===== src/rtl/core/psfr_pkg.sv =====
// ----------------------------------------------------------------------------
// psfr_pkg
// Shared constants and types of the particle sensor frame receiver.
// ----------------------------------------------------------------------------
package psfr_pkg;

    // Frame layout
    localparam int FRAME_BYTES = 28;
    localparam int STORE_DEPTH = 12;
    localparam int RAW_WORDS   = (FRAME_BYTES - 4) / 2;
    localparam int MEAS_WORDS  = (RAW_WORDS > STORE_DEPTH) ? STORE_DEPTH : RAW_WORDS;

    localparam int BYTE_CNT_W  = 6;
    localparam int ADDR_W      = $clog2(STORE_DEPTH);
    localparam int TICK_W      = 20;

    localparam logic [7:0] START_HI = 8'h42;
    localparam logic [7:0] START_LO = 8'h4D;

    localparam logic [15:0]           FRAME_LEN_WORD = 16'(FRAME_BYTES);
    localparam logic [BYTE_CNT_W-1:0] CKSUM_HI_POS   = BYTE_CNT_W'(FRAME_BYTES - 2);
    localparam logic [ADDR_W-1:0]     LAST_ADDR      = ADDR_W'(MEAS_WORDS - 1);

    // Input operation codes
    localparam logic OP_BYTE = 1'b0;
    localparam logic OP_TICK = 1'b1;

    // Configuration register indexes
    localparam logic REG_ENABLE  = 1'b0;
    localparam logic REG_TIMEOUT = 1'b1;

    // Result status codes
    typedef enum logic [2:0] {
        ST_OK      = 3'd0,
        ST_NOINIT  = 3'd1,
        ST_BADLEN  = 3'd2,
        ST_CKSUM   = 3'd3,
        ST_TIMEOUT = 3'd4
    } t_status;

    // Parser phase, one-hot
    typedef enum logic [4:0] {
        PH_HUNT1 = 5'b00001,
        PH_HUNT2 = 5'b00010,
        PH_LENHI = 5'b00100,
        PH_LENLO = 5'b01000,
        PH_DATA  = 5'b10000
    } t_phase;

    // Control from the parser to the hunt timer
    typedef struct packed {
        logic tick;
        logic clear;
    } t_timer_ctl;

endpackage


===== src/rtl/core/psfr_hunt_timer.sv =====
// ----------------------------------------------------------------------------
// psfr_hunt_timer
// Counts timer ticks while the parser hunts and flags the timeout.
// ----------------------------------------------------------------------------
module psfr_hunt_timer
    import psfr_pkg::*;
(
    input  logic              i_clk,
    input  logic              i_rst_n,
    input  t_timer_ctl        i_ctl,
    input  logic [TICK_W-1:0] i_limit,
    output logic              o_timeout
);

    logic [TICK_W-1:0] r_count;
    logic [TICK_W-1:0] n_count;
    logic [TICK_W-1:0] inc;
    logic [TICK_W-1:0] limit;

    // A limit of zero behaves as one
    assign limit = (i_limit == '0) ? TICK_W'(1) : i_limit;
    assign inc   = r_count + TICK_W'(1);

    // High when the next tick reaches the limit; the parser qualifies it
    assign o_timeout = (inc >= limit);

    always_comb begin
        n_count = r_count;
        if (i_ctl.clear) begin
            n_count = '0;
        end else if (i_ctl.tick) begin
            n_count = (inc >= limit) ? '0 : inc;
        end
    end

    always_ff @(posedge i_clk) begin
        if (!i_rst_n) begin
            r_count <= '0;
        end else begin
            r_count <= n_count;
        end
    end

endmodule


===== src/rtl/core/particle_sensor_frame_receiver.sv =====
// ----------------------------------------------------------------------------
// particle_sensor_frame_receiver
// Serial frame parser for a particle sensor: hunt, length check, checksum,
// and a burst of twelve measurement words from the word store.
// ----------------------------------------------------------------------------
// Each received byte or timer tick is taken while no burst runs, provided the
// output register is free or being emptied in that cycle. A status result
// appears in the output register the cycle after its transfer. A good frame is
// reported as a burst of twelve words read from the word store, a memory with
// one write port and a registered read port: each word is read by its address,
// then its registered data, then loaded into the output register, and no input
// is taken until the last word has been loaded. Configuration is written
// through a plain write port and should change only while idle.
// ----------------------------------------------------------------------------
module particle_sensor_frame_receiver
    import psfr_pkg::*;
(
    input  logic              i_clk,
    input  logic              i_rst_n,
    // Configuration
    input  logic              i_cfg_we,
    input  logic              i_cfg_index,
    input  logic [TICK_W-1:0] i_cfg_data,
    // Input channel
    input  logic              i_in_valid,
    output logic              o_in_ready,
    input  logic              i_operation,
    input  logic [7:0]        i_rx_byte,
    // Result channel
    output logic              o_out_valid,
    input  logic              i_out_ready,
    output logic [2:0]        o_status,
    output logic [3:0]        o_word_index,
    output logic [15:0]       o_word_value,
    output logic              o_last
);

    // Configuration registers
    logic              r_enable;
    logic [TICK_W-1:0] r_timeout;

    // Parser state
    t_phase                r_phase,  n_phase;
    logic [BYTE_CNT_W-1:0] r_cnt,    n_cnt;
    logic [7:0]            r_held,   n_held;
    logic [15:0]           r_sum,    n_sum;
    logic [7:0]            r_ckhi,   n_ckhi;

    // Word store and burst read
    logic [15:0]       mem [STORE_DEPTH];
    logic              mem_we;
    logic [ADDR_W-1:0] mem_waddr;
    logic [15:0]       mem_wdata;
    logic [15:0]       r_rd_data;
    logic [ADDR_W-1:0] r_rd_addr;
    logic              r_rd_ok;
    logic              r_burst;

    // Output register
    logic              r_out_valid;
    t_status           r_status;
    logic [3:0]        r_index;
    logic [15:0]       r_value;
    logic              r_last;

    logic              in_xfer;
    logic              out_free;
    logic              hunting;
    logic              to_hunt;
    logic              res_valid;
    t_status           res_status;
    logic              start_burst;
    logic              load_word;
    logic [BYTE_CNT_W-2:0] word_num;
    t_timer_ctl        tmr_ctl;
    logic              timeout;

    assign out_free   = !r_out_valid || i_out_ready;
    assign o_in_ready = !r_burst && out_free;
    assign in_xfer    = i_in_valid && o_in_ready;

    // Any phase outside the frame body counts as hunting
    assign hunting  = !((r_phase == PH_LENHI) || (r_phase == PH_LENLO) ||
                        (r_phase == PH_DATA));
    assign word_num = r_cnt[BYTE_CNT_W-1:1];

    // Configuration writes
    always_ff @(posedge i_clk) begin
        if (!i_rst_n) begin
            r_enable  <= 1'b0;
            r_timeout <= TICK_W'(5000);
        end else if (i_cfg_we) begin
            case (i_cfg_index)
                REG_ENABLE:  r_enable  <= i_cfg_data[0];
                REG_TIMEOUT: r_timeout <= i_cfg_data;
                default:     r_enable  <= r_enable;
            endcase
        end
    end

    psfr_hunt_timer u_timer (
        .i_clk     (i_clk),
        .i_rst_n   (i_rst_n),
        .i_ctl     (tmr_ctl),
        .i_limit   (r_timeout),
        .o_timeout (timeout)
    );

    // Parser next state
    always_comb begin
        n_phase     = r_phase;
        n_cnt       = r_cnt;
        n_held      = r_held;
        n_sum       = r_sum;
        n_ckhi      = r_ckhi;
        to_hunt     = 1'b0;
        res_valid   = 1'b0;
        res_status  = ST_OK;
        start_burst = 1'b0;
        mem_we      = 1'b0;
        mem_waddr   = word_num[ADDR_W-1:0];
        mem_wdata   = {r_held, i_rx_byte};
        tmr_ctl     = '0;
        if (in_xfer) begin
            if (i_operation == OP_TICK) begin
                if (hunting && (r_phase != PH_HUNT2)) begin
                    n_phase = PH_HUNT1;
                end
                if (r_enable && hunting) begin
                    tmr_ctl.tick = 1'b1;
                    if (timeout) begin
                        res_valid  = 1'b1;
                        res_status = ST_TIMEOUT;
                    end
                end
            end else if (!r_enable) begin
                to_hunt    = 1'b1;
                res_valid  = 1'b1;
                res_status = ST_NOINIT;
            end else begin
                case (r_phase)
                    PH_HUNT2: begin
                        if (i_rx_byte == START_LO) begin
                            n_phase = PH_LENHI;
                            n_sum   = 16'(START_HI) + 16'(START_LO);
                        end else if (i_rx_byte != START_HI) begin
                            n_phase = PH_HUNT1;
                        end
                    end
                    PH_LENHI: begin
                        n_held  = i_rx_byte;
                        n_sum   = r_sum + {8'h00, i_rx_byte};
                        n_phase = PH_LENLO;
                    end
                    PH_LENLO: begin
                        if ({r_held, i_rx_byte} != FRAME_LEN_WORD) begin
                            to_hunt    = 1'b1;
                            res_valid  = 1'b1;
                            res_status = ST_BADLEN;
                        end else begin
                            n_sum   = r_sum + {8'h00, i_rx_byte};
                            n_cnt   = '0;
                            n_phase = PH_DATA;
                        end
                    end
                    PH_DATA: begin
                        if (r_cnt < CKSUM_HI_POS) begin
                            n_sum = r_sum + {8'h00, i_rx_byte};
                            n_cnt = r_cnt + BYTE_CNT_W'(1);
                            if (!r_cnt[0]) begin
                                n_held = i_rx_byte;
                            end else if (word_num < (BYTE_CNT_W-1)'(MEAS_WORDS)) begin
                                mem_we = 1'b1;
                            end
                        end else if (r_cnt == CKSUM_HI_POS) begin
                            n_ckhi = i_rx_byte;
                            n_cnt  = r_cnt + BYTE_CNT_W'(1);
                        end else if ({r_ckhi, i_rx_byte} != r_sum) begin
                            to_hunt    = 1'b1;
                            res_valid  = 1'b1;
                            res_status = ST_CKSUM;
                        end else begin
                            to_hunt     = 1'b1;
                            start_burst = 1'b1;
                        end
                    end
                    default: begin
                        n_phase = (i_rx_byte == START_HI) ? PH_HUNT2 : PH_HUNT1;
                    end
                endcase
            end
            if (to_hunt) begin
                n_phase       = PH_HUNT1;
                n_cnt         = '0;
                n_held        = '0;
                n_sum         = '0;
                n_ckhi        = '0;
                tmr_ctl.clear = 1'b1;
            end
        end
    end

    always_ff @(posedge i_clk) begin
        if (!i_rst_n) begin
            r_phase <= PH_HUNT1;
            r_cnt   <= '0;
            r_held  <= '0;
            r_sum   <= '0;
            r_ckhi  <= '0;
        end else begin
            r_phase <= n_phase;
            r_cnt   <= n_cnt;
            r_held  <= n_held;
            r_sum   <= n_sum;
            r_ckhi  <= n_ckhi;
        end
    end

    // Word store: one write port, one registered read port
    always_ff @(posedge i_clk) begin
        if (mem_we) begin
            mem[mem_waddr] <= mem_wdata;
        end
        r_rd_data <= mem[r_rd_addr];
    end

    // Burst sequencing: address, then registered data, then load
    assign load_word = r_burst && r_rd_ok && out_free;

    always_ff @(posedge i_clk) begin
        if (!i_rst_n) begin
            r_burst   <= 1'b0;
            r_rd_ok   <= 1'b0;
            r_rd_addr <= '0;
        end else if (start_burst) begin
            r_burst   <= 1'b1;
            r_rd_ok   <= 1'b0;
            r_rd_addr <= '0;
        end else if (r_burst) begin
            if (load_word) begin
                if (r_rd_addr == LAST_ADDR) begin
                    r_burst <= 1'b0;
                end else begin
                    r_rd_addr <= r_rd_addr + ADDR_W'(1);
                end
                r_rd_ok <= 1'b0;
            end else begin
                r_rd_ok <= 1'b1;
            end
        end
    end

    // Output register control
    always_ff @(posedge i_clk) begin
        if (!i_rst_n) begin
            r_out_valid <= 1'b0;
        end else if (res_valid || load_word) begin
            r_out_valid <= 1'b1;
        end else if (i_out_ready) begin
            r_out_valid <= 1'b0;
        end
    end

    // Output register payload
    always_ff @(posedge i_clk) begin
        if (res_valid) begin
            r_status <= res_status;
            r_index  <= '0;
            r_value  <= '0;
            r_last   <= 1'b1;
        end else if (load_word) begin
            r_status <= ST_OK;
            r_index  <= 4'(r_rd_addr);
            r_value  <= r_rd_data;
            r_last   <= (r_rd_addr == LAST_ADDR);
        end
    end

    assign o_out_valid  = r_out_valid;
    assign o_status     = r_status;
    assign o_word_index = r_index;
    assign o_word_value = r_value;
    assign o_last       = r_last;

    // Checks
    a_no_input_in_burst: assert property (@(posedge i_clk) disable iff (!i_rst_n)
        r_burst |-> !o_in_ready)
        else $error("input taken during result burst");

    a_status_is_last: assert property (@(posedge i_clk) disable iff (!i_rst_n)
        (o_out_valid && (o_status != ST_OK)) |->
            (o_last && (o_word_index == 4'd0) && (o_word_value == 16'd0)))
        else $error("status result with payload or without last");

    a_burst_ends_on_last: assert property (@(posedge i_clk) disable iff (!i_rst_n)
        $fell(r_burst) |-> (o_out_valid && o_last && (o_status == ST_OK)))
        else $error("burst ended without its last word");

    a_burst_start_idle: assert property (@(posedge i_clk) disable iff (!i_rst_n)
        start_burst |=> (r_burst && !r_rd_ok && (r_rd_addr == '0)))
        else $error("burst did not start from the first word");

endmodule

===== config.mk =====
export PLATFORM = sky130hd
export DESIGN_NAME = particle_sensor_frame_receiver
export DESIGN_NICKNAME = d
export VERILOG_FILES = /design/src/rtl/core/psfr_pkg.sv /design/src/rtl/core/psfr_hunt_timer.sv /design/src/rtl/core/particle_sensor_frame_receiver.sv
export SDC_FILE = /design/constraint.sdc
export NUM_CORES = 1
export LEC_CHECK = 0
export BUFFER_PORTS_ARGS = -buffer_cell sky130_fd_sc_hd__buf_4
export CAP_MARGIN = 20
export CORE_AREA = 3 3 192 194
export DETAILED_ROUTE_END_ITERATION = 8
export DIE_AREA = 0 0 195 197
export PLACE_DENSITY = 0.62
export SETUP_SLACK_MARGIN = 0.05
export SLEW_MARGIN = 10
export SYNTH_ARGS = -nofsm -noshare
export SYNTH_HDL_FRONTEND = slang
export SYNTH_SLANG_ARGS = --single-unit

===== constraint.sdc =====
create_clock -name i_clk -period 5.29 [get_ports i_clk]
set_input_delay 0.2645 -clock i_clk [delete_from_list [all_inputs] [get_ports i_clk]]
set_output_delay 0.2645 -clock i_clk [all_outputs]
set_load 0.01 [all_outputs]

==> impl_metrics.ini <==
[status]
status = finished clean

[setup_path]
path_cells = ha_1 -> nand2_1 -> or3_1 -> nor2_1 -> nand2_1 -> xnor2_1 -> ha_1 -> nand4_1 -> nor3_1 -> o21ai_0 -> o211ai_1 -> nor2b_1 -> a21o_1 -> buf_4 -> nand2b_1
crit_fanout = 23
cp_num_buf_inv = 1
startpoint_type = flip-flop
cp.depth = 15
endpoint_kind = flip-flop
r2r_start = u_timer.r_count[0]
crit_arrival_ps = 4020
cpMaxStageDelayCell = or3_1
critPathMaxStageDelay_ps = 440
r2r-end = o_status[2]
crit_required_ps = 5490
ff2ff_path_depth = 15
regToRegSetupSlack_ps = 1470
path_class = reg2reg
path_delay_family = simple AND/OR/NAND/NOR gates

[timing]
fin_crit_sh_pct = 72.3
rsz0062_at_grt = false
hold_violations = 0
tns_ps = 0
slew_headroom_pct = 35.1
fmax_mhz = 262
setup_viol = 0
slew_viol_final = 0
tightest_slew_ps = 974
skew_ps = 10.6
hold_slack_ps = 17.9
finalCriticalPeriod_ps = 3820
setup_slack_ps = 1470

[pwr]
ir_worst_vdd_v = 0.000244
power_leakage_nw = 5.34
pwr-share-seq_pct = 50.2
clkPwrFrac_pct = 46.8
p_comb_share_pct = 3.0
internal-power_mw = 4.23
p_sw_mw = 1.10
p_total_mw = 5.33
power_per_cell_area_mw_per_mm2 = 329
switching_share_pct = 20.6

[die]
die_w_um = 195
io_pins = 61
num_rows = 69
start_util_pct = 39.6
die-area_mm2 = 0.0384
core_mm2 = 0.0354
die_h_um = 197

[logic_synthesis]
synth_compound_area_share_pct = 9.63
synth.distinct_cells = 70
synthAdderAreaFrac_pct = 3.00
muxShareOfSynthArea_pct = 9.07
netlist_instances = 1127
yosys_register_bits = 323
synth-edff-count = 195
synth_nets = 1195
syn-cell-area_mm2 = 0.0140
synth_top_family_by_area = simple AND/OR/NAND/NOR gates
synth-simple-area-share_pct = 13.0
synthFlopType = edfxtp_1
async_reset_ff_share_pct = 0
synth_area_per_cell_um2 = 12.4
yosysWarnings = 0
seq_area_frac_synth_pct = 60.1
synthXorXnorAreaFrac_pct = 2.63

[place]
placed_cell_area_mm2 = 0.0150
dpl.hpwl_um = 19700
io_buffers = 60
pre_cts_slack_ps = 1460
place_inst = 1612
place_congestion = 0.777

[global_route]
grt_pass1_wl_um = 48900
grt_antenna_before_repair = 0
grt_max_degree = 63
grt_usage_pct = 16.0
grt.overflow.total = 0
grt_pass1_vias = 8774

[final_layout]
drive_gt1_share_pct = 17.3
postLayoutCoreUtil_pct = 45.8
most-common-layout-cells = 195 x edfxtp_1, 153 x nand2_1, 126 x dfxtp_1, 78 x buf_4, 68 x nor2_1
final_nets = 1261
area_growth_syn_to_layout_pct = 15.8
mostFrequentLayoutCell = edfxtp_1
layout.cells.non_filler = 1680
fin_area_mm2 = 0.0162
filler_cell_count = 3197
n_antenna_cell = 0

[min_path]
worstHoldEndpoint = r_timeout[16]
hold_depth = 3
min_path_type = in2reg
hold_path_startpoint = i_cfg_data[16]

[routing]
drc_errors = 0
drtAntennaViolNets = 0
drt_first_pass_iters = 5
drt_wl_total_um = 31000
wl_per_cell_um = 18.4
drt-initial-drc-count = 650
dr_total_vias = 8854
via_per_inst = 5.27

[clock_tree]
clock_sinks = 323
cts_max_level = 2
clk_latency_ps = 520
clk_path_buf_depth = 3
post-cts-setup-buffers = 0
cts_tree = yes
cts_inserted_buffers = 34
clockRootBuffer = clkbuf_16
cts.clk_slew.worst_paths_ps = 60

[job]
drv_cap = 0
## worst max path at each step
stage                     slack (ps)     endpoint               start
after floorplan                 1980    mem[0][0]         o_out_valid
after global placement          1640  o_status[2]  u_timer.r_count[0]
after detailed placement        1460  o_status[0]  u_timer.r_count[0]
after CTS                       1450  o_status[0]  u_timer.r_count[0]
after global routing            1050  o_status[2]  u_timer.r_count[0]
final                           1470  o_status[2]  u_timer.r_count[0]
## power groups by stage
stage	clock (mW)	sequential (mW)	combinational (mW)
floorplan	0	2.73	0.0919
global placement	0	2.73	0.155
detailed placement	0	2.73	0.157
CTS	2.55	2.68	0.160
global route	2.66	2.68	0.177
finish	2.50	2.68	0.159
## logic make-up (layout without fill, tap and decap cells)
| group | Yosys count | in the layout |
|---|---|---|
| AND/OR/NAND/NOR | 372 | 372 |
| flip-flops | 323 | 323 |
| AO/OA/AOI/OAI | 203 | 203 |
| buffers and inverters | 87 | 179 |
| multiplexers | 67 | 67 |
| XOR/XNOR | 42 | 42 |
| adder cells (fa/ha/maj) | 33 | 33 |
## routing by layer
| layer | wire length (um) | track usage, % |
|---|---|---|
| met3 | 1410 | 2.43 |
| met5 | 0 | 0 |
| met4 | 416 | 3.41 |
| met2 | 15000 | 27.0 |
| met1 | 14100 | 22.1 |
## cells in the mapped netlist (9+ instances only)
cell,count,area [um^2]
clkbuf_1,36,135
buf_2,10,50.1
mux2i_1,19,190
nand3_1,32,160
mux4_2,48,1080
a21boi_0,30,225
nor3_1,12,60.1
inv_1,33,124
o21ai_0,49,245
nor2_1,68,255
nand2_1,153,574
a21oi_1,59,295
nand4_1,19,119
xnor2_1,27,236
dfxtp_1,128,2560
nor4_1,9,56.3
xor2_1,15,131
nand2b_1,16,100
edfxtp_1,195,5860
o211ai_1,9,67.6
ha_1,32,400
## registers in the layout, indices dropped and copies added (netlist names), 3 cells and up
| name | cells |
|---|---|
| mem | 192 |
| o_status | 3 |
| o_word_index | 4 |
| o_word_value | 16 |
| r_ckhi | 8 |
| r_cnt | 6 |
| r_held | 8 |
| r_phase | 5 |
| r_rd_addr | 4 |
| r_rd_data | 16 |
| r_sum | 16 |
| r_timeout | 20 |
| u_timer.r_count | 20 |
## worst register-to-register path: stages, from the launching register on
cell	delay (ps)
dfxtp_1	420
ha_1	280
nand2_1	90
or3_1	440
nor2_1	170
nand2_1	90
xnor2_1	150
ha_1	290
nand4_1	100
nor3_1	200
o21ai_0	130
o211ai_1	260
nor2b_1	280
a21o_1	120
buf_4	270
nand2b_1	240
## what timing repair did
item                      in CTS  in global routing
hold buffers                   5                  0
hold endpoints to repair       5                  0
gates resized for setup        0                  0
## area by class of cell
cell class | instances | area (um^2) | share of cell area, %
timing repair buffer | 84 | 663 | 4.09
tap | 461 | 577 | 3.56
clock inverter | 19 | 245 | 1.51
sequential | 323 | 8420 | 51.9
inverter | 33 | 124 | 0.764
multi-input combinational | 717 | 5250 | 32.4
clock buffer | 43 | 936 | 5.77
Power figures use the tool's default switching activity.
